===== config.mk =====
export PLATFORM = sky130hd
export DESIGN_NAME = round_robin_sleep_scheduler_flat
export DESIGN_NICKNAME = d
export VERILOG_FILES = /design/src/rtl/rrss_pkg.sv /design/src/rtl/rrss_in_if.sv /design/src/rtl/rrss_out_if.sv /design/src/rtl/rrss_cfg_if.sv /design/src/rtl/rrss_div.sv /design/src/rtl/rrss_dp.sv /design/src/rtl/rrss_ctrl.sv /design/src/rtl/round_robin_sleep_scheduler.sv /design/src/flat_wrapper.sv
export SDC_FILE = /design/constraint.sdc
export NUM_CORES = 1
export LEC_CHECK = 0
export ABC_AREA = 1
export BUFFER_PORTS_ARGS = -buffer_cell sky130_fd_sc_hd__buf_4
export CAP_MARGIN = 10
export CORE_MARGIN = 3
export CORE_UTILIZATION = 40
export CTS_CLUSTER_SIZE = 14
export DETAILED_ROUTE_END_ITERATION = 16
export GPL_ROUTABILITY_DRIVEN = 0
export PLACE_DENSITY_LB_ADDON = 0.25
export SYNTH_ARGS = -nofsm -noshare
export SYNTH_HDL_FRONTEND = slang
export SYNTH_SLANG_ARGS = --single-unit

===== constraint.sdc =====
create_clock -name i_clk -period 3.95 [get_ports i_clk]
set_input_delay 0.79 -clock i_clk [delete_from_list [all_inputs] [get_ports i_clk]]
set_output_delay 0.79 -clock i_clk [all_outputs]
set_load 0.005 [all_outputs]

===== src/rtl/rrss_pkg.sv =====
// Shared types, widths and codes for the round-robin sleep scheduler.
package rrss_pkg;

    localparam int NUM_TASKS_DEF = 16;
    localparam int TASK_W        = 4;
    localparam int MODE_W        = 2;
    localparam int MS_W          = 16;
    localparam int SLICE_W       = 8;
    localparam int STAT_W        = 2;
    localparam int TSTAT_W       = 2;
    localparam int DIV_NUM_W     = MS_W + 1;
    localparam int DIV_CNT_W     = $clog2(DIV_NUM_W);

    localparam logic [SLICE_W-1:0] SLICE_RESET = 8'd10;

    // Item modes
    localparam logic [MODE_W-1:0] MODE_START = 2'd0;
    localparam logic [MODE_W-1:0] MODE_TICK  = 2'd1;
    localparam logic [MODE_W-1:0] MODE_YIELD = 2'd2;
    localparam logic [MODE_W-1:0] MODE_SLEEP = 2'd3;

    // Result status codes
    localparam logic [STAT_W-1:0] ST_OK         = 2'd0;
    localparam logic [STAT_W-1:0] ST_ACTIVE     = 2'd1;
    localparam logic [STAT_W-1:0] ST_IDLE_SLEEP = 2'd2;

    // Per-task state codes
    localparam logic [TSTAT_W-1:0] TS_INACTIVE = 2'd0;
    localparam logic [TSTAT_W-1:0] TS_READY    = 2'd1;
    localparam logic [TSTAT_W-1:0] TS_SLEEP    = 2'd2;

    // Controller to datapath commands
    typedef struct packed {
        logic cap;
        logic start_do;
        logic idle_sleep;
        logic rot_wr;
        logic dsp_wr;
        logic div_start;
        logic park;
        logic tw_init;
        logic tw_upd;
        logic tw_end;
        logic tk_sl;
        logic out_load;
    } t_cmd;

    // Datapath to controller status
    typedef struct packed {
        logic [MODE_W-1:0] mode;
        logic              run_idle;
        logic              cnt_zero;
        logic              cnt_le1;
        logic              ms_zero;
        logic              div_busy;
        logic              walk_done;
        logic              slice_le1;
        logic              out_free;
    } t_flags;

endpackage


===== src/rtl/rrss_in_if.sv =====
// Input item channel of the scheduler.
interface rrss_in_if;
    logic                       valid;
    logic                       ready;
    logic [rrss_pkg::MODE_W-1:0] mode;
    logic [rrss_pkg::TASK_W-1:0] task_id;
    logic [rrss_pkg::MS_W-1:0]   sleep_ms;

    modport source (output valid, output mode, output task_id, output sleep_ms, input ready);
    modport sink   (input valid, input mode, input task_id, input sleep_ms, output ready);
endinterface


===== src/rtl/rrss_out_if.sv =====
// Result channel of the scheduler.
interface rrss_out_if;
    logic                        valid;
    logic                        ready;
    logic [rrss_pkg::TASK_W-1:0] current_task;
    logic                        idle;
    logic                        switched;
    logic [rrss_pkg::STAT_W-1:0] status;

    modport source (output valid, output current_task, output idle, output switched,
                    output status, input ready);
    modport sink   (input valid, input current_task, input idle, input switched,
                    input status, output ready);
endinterface


===== src/rtl/rrss_cfg_if.sv =====
// Slice length configuration write channel.
interface rrss_cfg_if;
    logic                         valid;
    logic                         ready;
    logic [rrss_pkg::SLICE_W-1:0] slice_length;

    modport source (output valid, output slice_length, input ready);
    modport sink   (input valid, input slice_length, output ready);
endinterface


===== src/rtl/rrss_div.sv =====
// Restoring divider, one quotient bit per cycle.
module rrss_div (
    input  logic                            i_clk,
    input  logic                            i_rst_n,
    input  logic                            i_start,
    input  logic [rrss_pkg::DIV_NUM_W-1:0]  i_num,
    input  logic [rrss_pkg::SLICE_W-1:0]    i_den,
    output logic                            o_busy,
    output logic [rrss_pkg::MS_W-1:0]       o_quo
);
    logic [rrss_pkg::DIV_NUM_W-1:0] r_quo;
    logic [rrss_pkg::SLICE_W-1:0]   r_rem;
    logic [rrss_pkg::SLICE_W-1:0]   r_den;
    logic [rrss_pkg::DIV_CNT_W-1:0] r_cnt;
    logic                           r_busy;
    logic [rrss_pkg::SLICE_W:0]     trial;
    logic                           ge;
    logic [rrss_pkg::SLICE_W-1:0]   n_rem;

    // Shift in the next numerator bit and try the subtract
    always_comb begin
        trial = {r_rem, r_quo[rrss_pkg::DIV_NUM_W-1]};
        ge    = trial >= {1'b0, r_den};
        n_rem = ge ? rrss_pkg::SLICE_W'(trial - {1'b0, r_den})
                   : trial[rrss_pkg::SLICE_W-1:0];
    end

    always_ff @(posedge i_clk) begin
        if (!i_rst_n) begin
            r_busy <= 1'b0;
            r_cnt  <= '0;
        end else if (i_start) begin
            r_busy <= 1'b1;
            r_cnt  <= rrss_pkg::DIV_CNT_W'(rrss_pkg::DIV_NUM_W - 1);
        end else if (r_busy) begin
            r_busy <= (r_cnt != '0);
            r_cnt  <= r_cnt - 1'b1;
        end
    end

    always_ff @(posedge i_clk) begin
        if (i_start) begin
            r_quo <= i_num;
            r_rem <= '0;
            r_den <= i_den;
        end else if (r_busy) begin
            r_quo <= {r_quo[rrss_pkg::DIV_NUM_W-2:0], ge};
            r_rem <= n_rem;
        end
    end

    assign o_busy = r_busy;
    assign o_quo  = r_quo[rrss_pkg::MS_W-1:0];
endmodule


===== src/rtl/rrss_dp.sv =====
// Scheduler datapath: ready ring, sleep list, per-task counters, result register.
module rrss_dp #(
    parameter int NUM_TASKS = rrss_pkg::NUM_TASKS_DEF
) (
    input  logic                         i_clk,
    input  logic                         i_rst_n,
    input  rrss_pkg::t_cmd               i_cmd,
    output rrss_pkg::t_flags             o_flags,
    input  logic [rrss_pkg::MODE_W-1:0]  i_mode,
    input  logic [rrss_pkg::TASK_W-1:0]  i_task_id,
    input  logic [rrss_pkg::MS_W-1:0]    i_sleep_ms,
    input  logic                         i_cfg_valid,
    input  logic [rrss_pkg::SLICE_W-1:0] i_cfg_slice,
    input  logic                         i_out_ready,
    output logic                         o_out_valid,
    output logic [rrss_pkg::TASK_W-1:0]  o_current_task,
    output logic                         o_idle,
    output logic                         o_switched,
    output logic [rrss_pkg::STAT_W-1:0]  o_status
);
    localparam int IDX_W = (NUM_TASKS > 1) ? $clog2(NUM_TASKS) : 1;
    localparam int CNT_W = $clog2(NUM_TASKS + 1);
    localparam logic [IDX_W-1:0] LAST_IDX = IDX_W'(NUM_TASKS - 1);
    localparam logic [CNT_W:0]   NUM_SUM  = (CNT_W + 1)'(NUM_TASKS);
    localparam logic [CNT_W-1:0] NUM_CNT  = CNT_W'(NUM_TASKS);

    // Scalar state
    logic [rrss_pkg::SLICE_W-1:0] r_slice_len;
    logic [rrss_pkg::MODE_W-1:0]  r_mode;
    logic [rrss_pkg::TASK_W-1:0]  r_tid;
    logic [rrss_pkg::MS_W-1:0]    r_ms;
    logic [IDX_W-1:0]             r_head;
    logic [CNT_W-1:0]             r_count;
    logic [CNT_W-1:0]             r_scount;
    logic [CNT_W-1:0]             r_i;
    logic [CNT_W-1:0]             r_kept;
    logic [rrss_pkg::TASK_W-1:0]  r_run_task;
    logic                         r_run_idle;
    logic                         r_switched;
    logic                         r_force;
    logic [rrss_pkg::STAT_W-1:0]  r_status;
    logic [rrss_pkg::TSTAT_W-1:0] r_tstat [NUM_TASKS];

    // Result register
    logic                         r_out_valid;
    logic [rrss_pkg::TASK_W-1:0]  r_out_task;
    logic                         r_out_idle;
    logic                         r_out_sw;
    logic [rrss_pkg::STAT_W-1:0]  r_out_status;

    // Memories and their registered read data
    logic [rrss_pkg::TASK_W-1:0]  m_ring  [NUM_TASKS];
    logic [rrss_pkg::TASK_W-1:0]  m_list  [NUM_TASKS];
    logic [rrss_pkg::MS_W-1:0]    m_left  [NUM_TASKS];
    logic [rrss_pkg::SLICE_W-1:0] m_slice [NUM_TASKS];
    logic [rrss_pkg::TASK_W-1:0]  r_ring_q;
    logic [rrss_pkg::TASK_W-1:0]  r_list_q;
    logic [rrss_pkg::MS_W-1:0]    r_left_q;
    logic [rrss_pkg::SLICE_W-1:0] r_slice_q;

    // Derived values
    logic [rrss_pkg::SLICE_W-1:0] eff_slice;
    logic [CNT_W:0]               tail_sum;
    logic [IDX_W-1:0]             tail;
    logic [IDX_W-1:0]             head_inc;
    logic [IDX_W-1:0]             tid_idx;
    logic [IDX_W-1:0]             run_idx;
    logic [IDX_W-1:0]             t_idx;
    logic                         start_bad;
    logic                         left_le1;
    logic                         slice_le1;
    logic                         new_idle;
    logic                         chg;
    logic                         out_free;
    logic                         div_busy;
    logic [rrss_pkg::MS_W-1:0]    div_quo;
    logic [rrss_pkg::DIV_NUM_W-1:0] div_num;

    // Write port controls
    logic                         ring_we;
    logic [rrss_pkg::TASK_W-1:0]  ring_wdata;
    logic                         list_we;
    logic [IDX_W-1:0]             list_waddr;
    logic [rrss_pkg::TASK_W-1:0]  list_wdata;
    logic                         left_we;
    logic [IDX_W-1:0]             left_waddr;
    logic [rrss_pkg::MS_W-1:0]    left_wdata;
    logic                         slice_we;
    logic [IDX_W-1:0]             slice_waddr;
    logic [rrss_pkg::SLICE_W-1:0] slice_wdata;
    logic                         tstat_we;
    logic [IDX_W-1:0]             tstat_waddr;
    logic [rrss_pkg::TSTAT_W-1:0] tstat_wdata;

    // Ring arithmetic and lookups
    always_comb begin
        eff_slice = (r_slice_len == '0) ? rrss_pkg::SLICE_W'(1) : r_slice_len;
        tail_sum  = (CNT_W + 1)'(r_head) + (CNT_W + 1)'(r_count);
        tail      = (tail_sum >= NUM_SUM) ? IDX_W'(tail_sum - NUM_SUM) : IDX_W'(tail_sum);
        head_inc  = (r_head == LAST_IDX) ? '0 : r_head + 1'b1;
        tid_idx   = IDX_W'(r_tid);
        run_idx   = IDX_W'(r_run_task);
        t_idx     = IDX_W'(r_list_q);
        start_bad = (int'(r_tid) >= NUM_TASKS) || (r_tstat[tid_idx] != rrss_pkg::TS_INACTIVE);
        left_le1  = r_left_q <= rrss_pkg::MS_W'(1);
        slice_le1 = r_slice_q <= rrss_pkg::SLICE_W'(1);
        new_idle  = (r_count == '0);
        chg       = (r_run_idle != new_idle) || (!new_idle && (r_run_task != r_ring_q));
        out_free  = !r_out_valid || i_out_ready;
        div_num   = {1'b0, r_ms} + rrss_pkg::DIV_NUM_W'(eff_slice) - 1'b1;
    end

    // Write port selection
    always_comb begin
        ring_we     = 1'b0;
        ring_wdata  = r_ring_q;
        list_we     = 1'b0;
        list_waddr  = r_kept[IDX_W-1:0];
        list_wdata  = r_list_q;
        left_we     = 1'b0;
        left_waddr  = t_idx;
        left_wdata  = left_le1 ? '0 : r_left_q - 1'b1;
        slice_we    = 1'b0;
        slice_waddr = run_idx;
        slice_wdata = slice_le1 ? eff_slice : r_slice_q - 1'b1;
        tstat_we    = 1'b0;
        tstat_waddr = t_idx;
        tstat_wdata = rrss_pkg::TS_READY;
        if (i_cmd.start_do && !start_bad) begin
            ring_we     = 1'b1;
            ring_wdata  = r_tid;
            slice_we    = 1'b1;
            slice_waddr = tid_idx;
            slice_wdata = eff_slice;
            tstat_we    = 1'b1;
            tstat_waddr = tid_idx;
        end
        if (i_cmd.rot_wr) begin
            ring_we = 1'b1;
        end
        if (i_cmd.tw_upd) begin
            left_we = 1'b1;
            if (left_le1) begin
                ring_we    = 1'b1;
                ring_wdata = r_list_q;
                tstat_we   = 1'b1;
            end else begin
                list_we = 1'b1;
            end
        end
        if (i_cmd.tk_sl) begin
            slice_we = 1'b1;
        end
        if (i_cmd.park) begin
            list_we     = (r_scount < NUM_CNT);
            list_waddr  = r_scount[IDX_W-1:0];
            list_wdata  = r_run_task;
            left_we     = 1'b1;
            left_waddr  = run_idx;
            left_wdata  = div_quo;
            tstat_we    = 1'b1;
            tstat_waddr = run_idx;
            tstat_wdata = rrss_pkg::TS_SLEEP;
        end
    end

    // Memories: one write, one registered read each
    always_ff @(posedge i_clk) begin
        if (ring_we)  m_ring[tail]         <= ring_wdata;
        if (list_we)  m_list[list_waddr]   <= list_wdata;
        if (left_we)  m_left[left_waddr]   <= left_wdata;
        if (slice_we) m_slice[slice_waddr] <= slice_wdata;
        r_ring_q  <= m_ring[r_head];
        r_list_q  <= m_list[r_i[IDX_W-1:0]];
        r_left_q  <= m_left[t_idx];
        r_slice_q <= m_slice[run_idx];
    end

    // Task state flags, cleared to inactive at reset
    always_ff @(posedge i_clk) begin
        if (!i_rst_n) begin
            for (int k = 0; k < NUM_TASKS; k++) begin
                r_tstat[k] <= rrss_pkg::TS_INACTIVE;
            end
        end else if (tstat_we) begin
            r_tstat[tstat_waddr] <= tstat_wdata;
        end
    end

    // Captured item fields
    always_ff @(posedge i_clk) begin
        if (i_cmd.cap) begin
            r_mode <= i_mode;
            r_tid  <= i_task_id;
            r_ms   <= i_sleep_ms;
        end
    end

    // Scheduler control state
    always_ff @(posedge i_clk) begin
        if (!i_rst_n) begin
            r_slice_len <= rrss_pkg::SLICE_RESET;
            r_head      <= '0;
            r_count     <= '0;
            r_scount    <= '0;
            r_i         <= '0;
            r_kept      <= '0;
            r_run_task  <= '0;
            r_run_idle  <= 1'b1;
            r_switched  <= 1'b0;
            r_force     <= 1'b0;
            r_status    <= rrss_pkg::ST_OK;
        end else begin
            if (i_cfg_valid) begin
                r_slice_len <= i_cfg_slice;
            end
            if (i_cmd.cap) begin
                r_switched <= 1'b0;
                r_force    <= 1'b0;
                r_status   <= rrss_pkg::ST_OK;
            end
            if (i_cmd.start_do) begin
                if (start_bad) begin
                    r_status <= rrss_pkg::ST_ACTIVE;
                end else begin
                    r_count <= r_count + 1'b1;
                end
            end
            if (i_cmd.idle_sleep) begin
                r_status <= rrss_pkg::ST_IDLE_SLEEP;
            end
            if (i_cmd.rot_wr) begin
                r_head <= head_inc;
            end
            if (i_cmd.dsp_wr) begin
                r_run_idle <= new_idle;
                if (!new_idle) begin
                    r_run_task <= r_ring_q;
                end
                r_switched <= chg || r_force;
            end
            if (i_cmd.park) begin
                r_head  <= head_inc;
                r_count <= r_count - 1'b1;
                r_force <= 1'b1;
                if (r_scount < NUM_CNT) begin
                    r_scount <= r_scount + 1'b1;
                end
            end
            if (i_cmd.tw_init) begin
                r_i    <= '0;
                r_kept <= '0;
            end
            if (i_cmd.tw_upd) begin
                r_i <= r_i + 1'b1;
                if (left_le1) begin
                    r_count <= r_count + 1'b1;
                end else begin
                    r_kept <= r_kept + 1'b1;
                end
            end
            if (i_cmd.tw_end) begin
                r_scount <= r_kept;
            end
        end
    end

    // Result register: load when free, drop on handoff
    always_ff @(posedge i_clk) begin
        if (!i_rst_n) begin
            r_out_valid <= 1'b0;
        end else if (i_cmd.out_load) begin
            r_out_valid <= 1'b1;
        end else if (i_out_ready) begin
            r_out_valid <= 1'b0;
        end
    end

    always_ff @(posedge i_clk) begin
        if (i_cmd.out_load) begin
            r_out_task   <= r_run_idle ? '0 : r_run_task;
            r_out_idle   <= r_run_idle;
            r_out_sw     <= r_switched;
            r_out_status <= r_status;
        end
    end

    rrss_div u_div (
        .i_clk   (i_clk),
        .i_rst_n (i_rst_n),
        .i_start (i_cmd.div_start),
        .i_num   (div_num),
        .i_den   (eff_slice),
        .o_busy  (div_busy),
        .o_quo   (div_quo)
    );

    // Status toward the controller
    always_comb begin
        o_flags.mode      = r_mode;
        o_flags.run_idle  = r_run_idle;
        o_flags.cnt_zero  = (r_count == '0);
        o_flags.cnt_le1   = (r_count <= CNT_W'(1));
        o_flags.ms_zero   = (r_ms == '0);
        o_flags.div_busy  = div_busy;
        o_flags.walk_done = (r_i == r_scount);
        o_flags.slice_le1 = slice_le1;
        o_flags.out_free  = out_free;
    end

    assign o_out_valid    = r_out_valid;
    assign o_current_task = r_out_task;
    assign o_idle         = r_out_idle;
    assign o_switched     = r_out_sw;
    assign o_status       = r_out_status;
endmodule


===== src/rtl/rrss_ctrl.sv =====
// Scheduler sequencer: steps each transaction through the datapath.
module rrss_ctrl (
    input  logic             i_clk,
    input  logic             i_rst_n,
    input  logic             i_in_valid,
    output logic             o_in_ready,
    input  rrss_pkg::t_flags i_flags,
    output rrss_pkg::t_cmd   o_cmd
);
    localparam logic [3:0] S_IDLE   = 4'd0;
    localparam logic [3:0] S_DECODE = 4'd1;
    localparam logic [3:0] S_START  = 4'd2;
    localparam logic [3:0] S_YCHK   = 4'd3;
    localparam logic [3:0] S_ROT_RD = 4'd4;
    localparam logic [3:0] S_ROT_WR = 4'd5;
    localparam logic [3:0] S_DSP_RD = 4'd6;
    localparam logic [3:0] S_DSP_WR = 4'd7;
    localparam logic [3:0] S_SLP_WT = 4'd8;
    localparam logic [3:0] S_TW_CHK = 4'd9;
    localparam logic [3:0] S_TW_LT  = 4'd10;
    localparam logic [3:0] S_TW_UPD = 4'd11;
    localparam logic [3:0] S_TK_SL  = 4'd12;
    localparam logic [3:0] S_DONE   = 4'd13;

    logic [3:0] r_state;
    logic [3:0] n_state;

    // Next state and command decode
    always_comb begin
        n_state    = r_state;
        o_cmd      = '0;
        o_in_ready = (r_state == S_IDLE);
        unique case (r_state)
            S_IDLE: begin
                if (i_in_valid) begin
                    o_cmd.cap = 1'b1;
                    n_state   = S_DECODE;
                end
            end
            S_DECODE: begin
                unique case (i_flags.mode)
                    rrss_pkg::MODE_START: n_state = S_START;
                    rrss_pkg::MODE_TICK: begin
                        o_cmd.tw_init = 1'b1;
                        n_state       = S_TW_CHK;
                    end
                    rrss_pkg::MODE_YIELD: n_state = S_YCHK;
                    default: begin
                        priority if (i_flags.run_idle) begin
                            o_cmd.idle_sleep = 1'b1;
                            n_state          = S_DONE;
                        end else if (i_flags.ms_zero) begin
                            n_state = S_YCHK;
                        end else begin
                            o_cmd.div_start = 1'b1;
                            n_state         = S_SLP_WT;
                        end
                    end
                endcase
            end
            S_START: begin
                o_cmd.start_do = 1'b1;
                n_state        = S_DONE;
            end
            S_YCHK: begin
                n_state = (i_flags.run_idle || i_flags.cnt_le1) ? S_DONE : S_ROT_RD;
            end
            S_ROT_RD: n_state = S_ROT_WR;
            S_ROT_WR: begin
                o_cmd.rot_wr = 1'b1;
                n_state      = S_DSP_RD;
            end
            S_DSP_RD: n_state = S_DSP_WR;
            S_DSP_WR: begin
                o_cmd.dsp_wr = 1'b1;
                n_state      = S_DONE;
            end
            S_SLP_WT: begin
                if (!i_flags.div_busy) begin
                    o_cmd.park = 1'b1;
                    n_state    = S_DSP_RD;
                end
            end
            S_TW_CHK: begin
                if (i_flags.walk_done) begin
                    o_cmd.tw_end = 1'b1;
                    priority if (!i_flags.run_idle) begin
                        n_state = S_TK_SL;
                    end else if (i_flags.cnt_zero) begin
                        n_state = S_DONE;
                    end else begin
                        n_state = S_DSP_RD;
                    end
                end else begin
                    n_state = S_TW_LT;
                end
            end
            S_TW_LT: n_state = S_TW_UPD;
            S_TW_UPD: begin
                o_cmd.tw_upd = 1'b1;
                n_state      = S_TW_CHK;
            end
            S_TK_SL: begin
                o_cmd.tk_sl = 1'b1;
                n_state     = i_flags.slice_le1 ? S_ROT_RD : S_DONE;
            end
            S_DONE: begin
                if (i_flags.out_free) begin
                    o_cmd.out_load = 1'b1;
                    n_state        = S_IDLE;
                end
            end
            default: n_state = S_IDLE;
        endcase
    end

    always_ff @(posedge i_clk) begin
        if (!i_rst_n) begin
            r_state <= S_IDLE;
        end else begin
            r_state <= n_state;
        end
    end
endmodule


===== src/rtl/round_robin_sleep_scheduler.sv =====
// Round-robin task scheduler with sleeping tasks: top level.
// One transaction at a time; the input is not ready again until the result is loaded.
// Sleep waits on the bit-serial divider, tick walks the sleep list task by task, and
// the memories behind every step have registered reads.
// Synchronous active-low reset empties the ready ring and sleep list, marks all
// tasks inactive, runs the idle task and sets the slice length to 10.
module round_robin_sleep_scheduler #(
    parameter int NUM_TASKS = rrss_pkg::NUM_TASKS_DEF
) (
    input  logic        i_clk,
    input  logic        i_rst_n,
    rrss_in_if.sink     i_in,
    rrss_out_if.source  o_out,
    rrss_cfg_if.sink    i_cfg
);
    rrss_pkg::t_cmd   w_cmd;
    rrss_pkg::t_flags w_flags;
    logic             w_in_ready;

    assign i_in.ready  = w_in_ready;
    assign i_cfg.ready = 1'b1;

    rrss_ctrl u_ctrl (
        .i_clk      (i_clk),
        .i_rst_n    (i_rst_n),
        .i_in_valid (i_in.valid),
        .o_in_ready (w_in_ready),
        .i_flags    (w_flags),
        .o_cmd      (w_cmd)
    );

    rrss_dp #(
        .NUM_TASKS (NUM_TASKS)
    ) u_dp (
        .i_clk          (i_clk),
        .i_rst_n        (i_rst_n),
        .i_cmd          (w_cmd),
        .o_flags        (w_flags),
        .i_mode         (i_in.mode),
        .i_task_id      (i_in.task_id),
        .i_sleep_ms     (i_in.sleep_ms),
        .i_cfg_valid    (i_cfg.valid),
        .i_cfg_slice    (i_cfg.slice_length),
        .i_out_ready    (o_out.ready),
        .o_out_valid    (o_out.valid),
        .o_current_task (o_out.current_task),
        .o_idle         (o_out.idle),
        .o_switched     (o_out.switched),
        .o_status       (o_out.status)
    );

`ifndef NO_ASSERTIONS
    // An idle result names no task
    a_idle_task: assert property (@(posedge i_clk) disable iff (!i_rst_n)
        o_out.valid && o_out.idle |-> o_out.current_task == '0)
        else $error("idle result carries a task id");

    // An ignored sleep never switches
    a_sleep_noswitch: assert property (@(posedge i_clk) disable iff (!i_rst_n)
        o_out.valid && (o_out.status == rrss_pkg::ST_IDLE_SLEEP) |-> !o_out.switched)
        else $error("ignored sleep reported a switch");

    // Only one transaction in flight
    a_one_item: assert property (@(posedge i_clk) disable iff (!i_rst_n)
        i_in.valid && i_in.ready |=> !i_in.ready)
        else $error("input taken while a transaction is in flight");
`endif
endmodule

===== src/flat_wrapper.sv =====
// flat-port wrapper written by rule: the top's interface ports become plain ports
module round_robin_sleep_scheduler_flat 
#(
    parameter int NUM_TASKS = rrss_pkg::NUM_TASKS_DEF
)
  (i_clk, i_rst_n, i_in_valid, i_in_mode, i_in_task_id, i_in_sleep_ms, i_in_ready, o_out_valid, o_out_current_task, o_out_idle, o_out_switched, o_out_status, o_out_ready, i_cfg_valid, i_cfg_slice_length, i_cfg_ready);
  rrss_in_if i_in_i ();
  rrss_out_if o_out_i ();
  rrss_cfg_if i_cfg_i ();
  input  logic i_clk;
  input  logic i_rst_n;
  input wire logic [$bits(i_in_i.valid)-1:0] i_in_valid;
  input wire logic [$bits(i_in_i.mode)-1:0] i_in_mode;
  input wire logic [$bits(i_in_i.task_id)-1:0] i_in_task_id;
  input wire logic [$bits(i_in_i.sleep_ms)-1:0] i_in_sleep_ms;
  output wire logic [$bits(i_in_i.ready)-1:0] i_in_ready;
  output wire logic [$bits(o_out_i.valid)-1:0] o_out_valid;
  output wire logic [$bits(o_out_i.current_task)-1:0] o_out_current_task;
  output wire logic [$bits(o_out_i.idle)-1:0] o_out_idle;
  output wire logic [$bits(o_out_i.switched)-1:0] o_out_switched;
  output wire logic [$bits(o_out_i.status)-1:0] o_out_status;
  input wire logic [$bits(o_out_i.ready)-1:0] o_out_ready;
  input wire logic [$bits(i_cfg_i.valid)-1:0] i_cfg_valid;
  input wire logic [$bits(i_cfg_i.slice_length)-1:0] i_cfg_slice_length;
  output wire logic [$bits(i_cfg_i.ready)-1:0] i_cfg_ready;
  assign i_in_i.valid = i_in_valid;
  assign i_in_i.mode = i_in_mode;
  assign i_in_i.task_id = i_in_task_id;
  assign i_in_i.sleep_ms = i_in_sleep_ms;
  assign i_in_ready = i_in_i.ready;
  assign o_out_valid = o_out_i.valid;
  assign o_out_current_task = o_out_i.current_task;
  assign o_out_idle = o_out_i.idle;
  assign o_out_switched = o_out_i.switched;
  assign o_out_status = o_out_i.status;
  assign o_out_i.ready = o_out_ready;
  assign i_cfg_i.valid = i_cfg_valid;
  assign i_cfg_i.slice_length = i_cfg_slice_length;
  assign i_cfg_ready = i_cfg_i.ready;
  round_robin_sleep_scheduler #(.NUM_TASKS(NUM_TASKS)) u_core (.i_clk(i_clk), .i_rst_n(i_rst_n), .i_in(i_in_i), .o_out(o_out_i), .i_cfg(i_cfg_i));
endmodule

Yosys cells after proc, flatten, opt, wreduce, memory -nomap -nowiden. Memories as Yosys holds them, arrays and structs flattened. A register that Yosys moved wholly into a read port is not among the register bits. Index checks and enable logic that the tools add are counted.

$lt $le $gt $ge: 6. Add/sub/neg operators: 14. Bitwise logic cells: 2. Muxes and demuxes: 110. Equality and inequality tests: 22. Reductions and logical operators: 32.

Operators with widths (number): two-way mux 4 bit (24); two-way mux 5 bit (15); two-way mux 1 bit (55); one-hot mux 4 bit (13 select lines) (1); two-way mux 17 bit (2); two-way mux 16 bit (2); two-way mux 8 bit (4); == test 4 bit (second input constant) (7); adder 5 x 1 -> 5 bit (second input constant) (4); nonzero test 2 bit (9); adder 16 x 8 -> 17 bit (1); subtractor 17 x 1 -> 17 bit (second input constant) (1); == test 4 x 3 -> 1 bit (second input constant) (4); <= comparator 16 x 1 -> 1 bit (second input constant) (1); zero test 16 bit (1); subtractor 16 x 1 -> 16 bit (second input constant) (1); two-way mux 2 bit (6); one-hot mux 4 bit (3 select lines) (1); subtractor 5 x 1 -> 5 bit (second input constant) (2); >= comparator 9 x 8 -> 1 bit (1); == test 4 x 2 -> 1 bit (second input constant) (2); <= comparator 8 x 1 -> 1 bit (second input constant) (1); zero test 8 bit (1); OR reduction 2 bit (4); 26 further kinds (36).

Input bits: 35. Word-level logic and storage cells: 218. Memories: 5. Bits in writable memories: 544. Flip-flop bits (word level): 115. Output and inout bits: 11.

Memories: u_core.u_dp.m_left (words 16, width 16, rd ports 1, clocked after memory_dff 1, wr ports 1, RTL line rrss_dp.sv:54) `logic [rrss_pkg::MS_W-1:0] m_left [NUM_TASKS];`; u_core.u_dp.m_slice (words 16, width 8, rd ports 1, clocked after memory_dff 1, wr ports 1, RTL line rrss_dp.sv:55) `logic [rrss_pkg::SLICE_W-1:0] m_slice [NUM_TASKS];`; u_core.u_dp.m_list (words 16, width 4, rd ports 1, clocked after memory_dff 1, wr ports 1, RTL line rrss_dp.sv:53) `logic [rrss_pkg::TASK_W-1:0] m_list [NUM_TASKS];`; u_core.u_dp.m_ring (words 16, width 4, rd ports 1, clocked after memory_dff 1, wr ports 1, RTL line rrss_dp.sv:52) `logic [rrss_pkg::TASK_W-1:0] m_ring [NUM_TASKS];`; u_core.u_dp.r_tstat (words 16, width 2, rd ports 1, clocked after memory_dff 1, wr ports 16, RTL line rrss_dp.sv:42) `logic [rrss_pkg::TSTAT_W-1:0] r_tstat [NUM_TASKS];`.

Depth between registers and ports, before layout.
Depth after elaboration: 12. Gate-level depth with buffers: 19. Mapped depth without buffers: 19.

Cells and area by module. A second synthesis with hierarchy kept.

Cell total of the unflattened synthesis: 2707. Area, all modules: 30594.3 sq um.

Modules (own cells, without submodules): rrss_dp (cells each 2334, area an instance 27754.1 sq um, instances 1, sequential area each 18798.0 sq um); rrss_div (cells each 264, area an instance 2254.7 sq um, instances 1, sequential area each 1031.0 sq um); rrss_ctrl (cells each 107, area an instance 574.3 sq um, instances 1, sequential area each 80.1 sq um); round_robin_sleep_scheduler (cells each 2, area an instance 11.3 sq um, instances 1, sequential area each 0.0 sq um).

Worst setup path after synthesis. No wires, ideal clock.

Path kind: register to register. Start point: register u_core.u_dp.r_slice_len[2] in the netlist's numbering. End point: register u_core.u_dp.u_div.r_quo[13] in the netlist's numbering, data pin. Buffers on the path: 0. Clock period less this slack: 2.705 ns. Setup time: 0.265 ns. Data required time: 3.685 ns. Setup slack: 1.245 ns. Arrival time: 2.440 ns. Stages on the path, launching flop included: 20. Path through: dfxtp_1 inv_1 nand4_1 nor4_1 nor2_1 ha_1 inv_1 ha_1 inv_1 fa_1 o211ai_1 nand3_1 nand2_1 nand2_1 nand3_1 nand2_1 nand2_1 nand2_1 nand2_1 o22ai_1.

Cells in the longest elaborated chain, start to end: 5.

RTL lines: start: declaration (RTL line rrss_dp.sv:28) `logic [rrss_pkg::SLICE_W-1:0] r_slice_len;`; start signal: assignment (RTL line rrss_dp.sv:202) `r_slice_len <= rrss_pkg::SLICE_RESET;`; start signal: assignment (RTL line rrss_dp.sv:215) `r_slice_len <= i_cfg_slice;`; zero test 8 bit (RTL line rrss_dp.sv:97) `eff_slice = (r_slice_len == '0) ? rrss_pkg::SLICE_W'(1) : r_slice_len;`; two-way mux 8 bit * (RTL line rrss_dp.sv:97); adder 16 x 8 -> 17 bit * (RTL line rrss_dp.sv:110) `div_num = {1'b0, r_ms} + rrss_pkg::DIV_NUM_W'(eff_slice) - 1'b1;`; subtractor 17 x 1 -> 17 bit * (RTL line rrss_dp.sv:110); two-way mux 17 bit * (RTL line rrss_div.sv:42) `if (i_start) begin`; end signal: assignment (RTL line rrss_div.sv:43) `r_quo <= i_num;`; end signal: assignment (RTL line rrss_div.sv:47) `r_quo <= {r_quo[rrss_pkg::DIV_NUM_W-2:0], ge};`; end: declaration (RTL line rrss_div.sv:11) `logic [rrss_pkg::DIV_NUM_W-1:0] r_quo;`.

Every way passes the cells marked *; elsewhere a longest branch is shown, timed or not. A chain may end at the register's enable or synchronous reset.

==> reports/metrics.yaml <==
status:
  outcome: "complete, no violations"
synth:
  ys_warn_count: 0
  yosys.area.top_type_share: 0.589
  syn-instance-count: 2651
  synth_compound_area_frac: 0.120
  synth_top_cells_by_area: "edfxtp_1, dfxtp_1, o21ai_0"
  synth_edf_count: 599
  synthAdderAreaFrac: 0.0261
  synthesis.area_per_instance_um2: 11.5
  ys.flop_type: "edfxtp_1"
  synth_xor_area_frac: 0.0138
  synth_top_family_by_area: "compound AO/OA/AOI/OAI gates"
  synth_mux_area_frac: 0.0272
  synth-seq-cells: 695
  synth_area_leader_cell: "edfxtp_1"
  async_reset_ff_frac: 0
  synth_area_mm2: 0.0305
  synth_cell_type_count: 61
  synthSimpleGateAreaFrac: 0.111
  yosysSeqAreaShare: 0.652
  syn_nets: 2748
place:
  portBuffers: 44
  hpwlAfterDp_mm: 47.3
  dpl.cell_count: 3609
  placed_cell_area_mm2: 0.0321
sta:
  final.min_clock_period_ns: 3.21
  max_slew_margin: 0.188
  fin_crit_sh: 0.813
  hold_violations: 0
  slew_viol_final: 0
  max_freq_mhz: 311
  finalSetupTns_ns: 0
  whs_ns: 0.345
  finalSetupViolations: 0
  finalClockSkew_ns: 0.0267
  worst_pin_slew_ns: 1.22
  rsz0062_at_grt: "false"
setup_path:
  criticalPathCategory: "reg -> reg"
  worstSetupEndpointType: "flop"
  critPathSlowestCell: "nor2_1"
  path_common_cell: "nand2_1"
  max_stage_delay_ns: 0.59
  worstPathMaxFanout: 14
  path_buf_inv: 1
  critPathLaunchType: "flop"
  path_delay_family: "simple AND/OR/NAND/NOR gates"
  cp.arrival_ns: 3.46
  required_ns: 4.20
  crit_chain: "inv_2 -> o21ai_1 -> nand2_1 -> nand2_1 -> nand3_1 -> nand3_2 -> nand3_4 -> or2_0 -> o21ai_0 -> nand2_1 -> nor2_1"
cts:
  insertion_delay_ns: 0.62
  cts_tree: "yes"
  htreeDepth: 3
  postCtsSetupBuffers: 0
  cts-resized-gates: 0
  clock-sinks: 695
  clock_path_buffers: 3
  cts.clk_slew.worst_paths_ns: 0.06
  cts_buffers: 73
  cts_root_buf: "clkbuf_16"
  ctsHoldBuffers: 0
floorplan:
  start_util: 0.407
  core_area_mm2: 0.0751
  die_area_mm2: 0.0797
  die_w_um: 282
  die_h_um: 282
  pin_count: 46
  num_rows: 100
global_routing:
  antenna_found_initial: 0
  gr-usage-all-layers: 0.187
  grt_max_degree: 194
  grt.overflow.total: 0
  first_global_vias: 19900
  grt_pass1_wl_mm: 115
detailed_routing:
  wire_per_inst_um: 20.0
  drt_iter0_drc: 1657
  vias_per_cell: 5.40
  wl_mm: 75.0
  antenna_left: 0
  first_pass_iters: 6
  drcViolationCount: 0
  num_vias: 20200
power:
  ir_drop_mv: 0.396
  switchingPower_mw: 7.01
  seqPwrFrac: 0.440
  pwr-share-comb: 0.242
  pwr_density_cell_mw_per_mm2: 634
  power.internal_mw: 14.9
  p_leak_nw: 12.6
  switching_share: 0.320
  clockPowerShare: 0.319
flow_run:
  max_cap_violations: 0
finish:
  syn2layout_area_growth_pct: 13.3
  layout_commonest_cell: "edfxtp_1"
  finalNonFillerCells: 3743
  mostFrequentLayoutCells: "edfxtp_1, o21ai_0, nor2_1, nand2_1, inv_1"
  drive_above_1_share: 0.117
  nets: 2812
  n_fill_cell: 6843
  antenna_cells: 0
  design_area_mm2: 0.0346
hold_path:
  hold_class: "in -> reg"
[area by class of cell]
cell class | count | area [µm²] | share of cell area
Clock inverter | 42 | 502 | 0.0145
Timing Repair Buffer | 110 | 838 | 0.0242
Sequential cell | 695 | 19900 | 0.576
Tap cell | 969 | 1210 | 0.0351
Inverter | 264 | 998 | 0.0289
Multi-Input combinational cell | 1571 | 9170 | 0.265
Clock buffer | 92 | 1950 | 0.0564
[stage by stage]
stage	power, mW	setup WS [ns]	util
2_1_floorplan	13.2	1.24	-
3_3_place_gp	15.0	0.801	0.428
3_5_place_dp	15.1	0.676	0.428
4_1_cts	22.1	0.672	0.461
5_1_grt	23.0	0.373	0.461
6_report	21.9	0.737	0.461
[power groups by stage]
stage | combinational, mW | clock [mW] | sequential [mW]
6_report | 5.30 | 6.98 | 9.64
5_1_grt | 5.93 | 7.42 | 9.67
4_1_cts | 5.34 | 7.12 | 9.63
3_5_place_dp | 5.32 | 0 | 9.78
3_3_place_gp | 5.21 | 0 | 9.78
2_1_floorplan | 3.50 | 0 | 9.66
[synthesized netlist by cell type, drive strengths merged, types with 2 or more instances]
master / number
edfxtp: 599
o21ai: 317
nor2: 285
nand2: 275
inv: 262
a21oi: 149
nand3: 101
clkbuf: 99
dfxtp: 96
o211ai: 92
mux2i: 83
ha: 59
nor3: 43
o221ai: 30
xor2: 26
buf: 22
xnor2: 22
o22ai: 20
nand4: 16
or2: 10
o31ai: 6
nor4: 5
a31oi: 4
a21o: 3
fa: 3
nand3b: 3
o21bai: 3
a211oi: 2
a21boi: 2
a221oi: 2
a311oi: 2
clkinv: 2
o21a: 2
[logic make-up after synthesis]
group / count (synthesis)
flip-flops: 695
AO/OA/AOI/OAI: 637
adder cells (fa/ha/maj): 62
other: 1
buffers and inverters: 385
multiplexers: 83
XOR/XNOR: 48
AND/OR/NAND/NOR: 740
[flip-flops by register name (all words and copies together) (netlist names), 5 cells and up, named ones only]
name,cells
u_core.u_dp.m_slice,128
u_core.u_dp.u_div.r_quo,17
u_core.u_dp.r_i,5
u_core.u_dp.u_div.r_rem,8
u_core.u_dp.m_ring,64
u_core.u_dp.r_tstat,32
u_core.u_dp.r_scount,5
u_core.u_dp.r_slice_q,8
u_core.u_dp.r_kept,5
u_core.u_dp.m_list,64
u_core.u_dp.r_left_q,16
u_core.u_dp.r_ms,16
u_core.u_dp.m_left,256
u_core.u_dp.u_div.r_den,8
u_core.u_dp.u_div.r_cnt,5
u_core.u_dp.r_slice_len,8
u_core.u_dp.r_count,5
[worst register-to-register path, cell delays in order (launching register included)]
cell	delay, ns
dfxtp_1	0.52
inv_2	0.17
o21ai_1	0.11
nand2_1	0.07
nand2_1	0.07
nand3_1	0.10
nand3_2	0.16
nand3_4	0.31
or2_0	0.34
o21ai_0	0.17
nand2_1	0.24
nor2_1	0.59
[layer usage]
| metal | track usage | share of wire | vias to the layer above |
|---|---|---|---|
| li1 | - | - | 9584 |
| met1 | 0.251 | 0.43 | 9923 |
| met2 | 0.315 | 0.48 | 619 |
| met3 | 0.0311 | 0.062 | 99 |
| met4 | 0.0526 | 0.021 | 0 |
| met5 | 0 | 0 | - |
[final timing paths]
| check | from | end | slack (ns) | cells past startpoint |
|---|---|---|---|---|
| max | flop | u_core.u_dp.m_slice[3][3]$_DFFE_PP_ | 0.74 | 11 |
| min | i_in_sleep_ms[2] | u_core.u_dp.r_ms[2]$_DFFE_PP_ | 0.34 | 1 |
| max reg2reg | flop | u_core.u_dp.m_slice[3][3]$_DFFE_PP_ | 0.74 | 11 |
| min reg2reg | u_core.u_dp.r_slice_len[7]$_SDFFE_PN0P_ | u_core.u_dp.u_div.r_den[7]$_DFFE_PP_ | 0.43 | 0 |
Note: power is estimated with default switching activity, not from simulation.
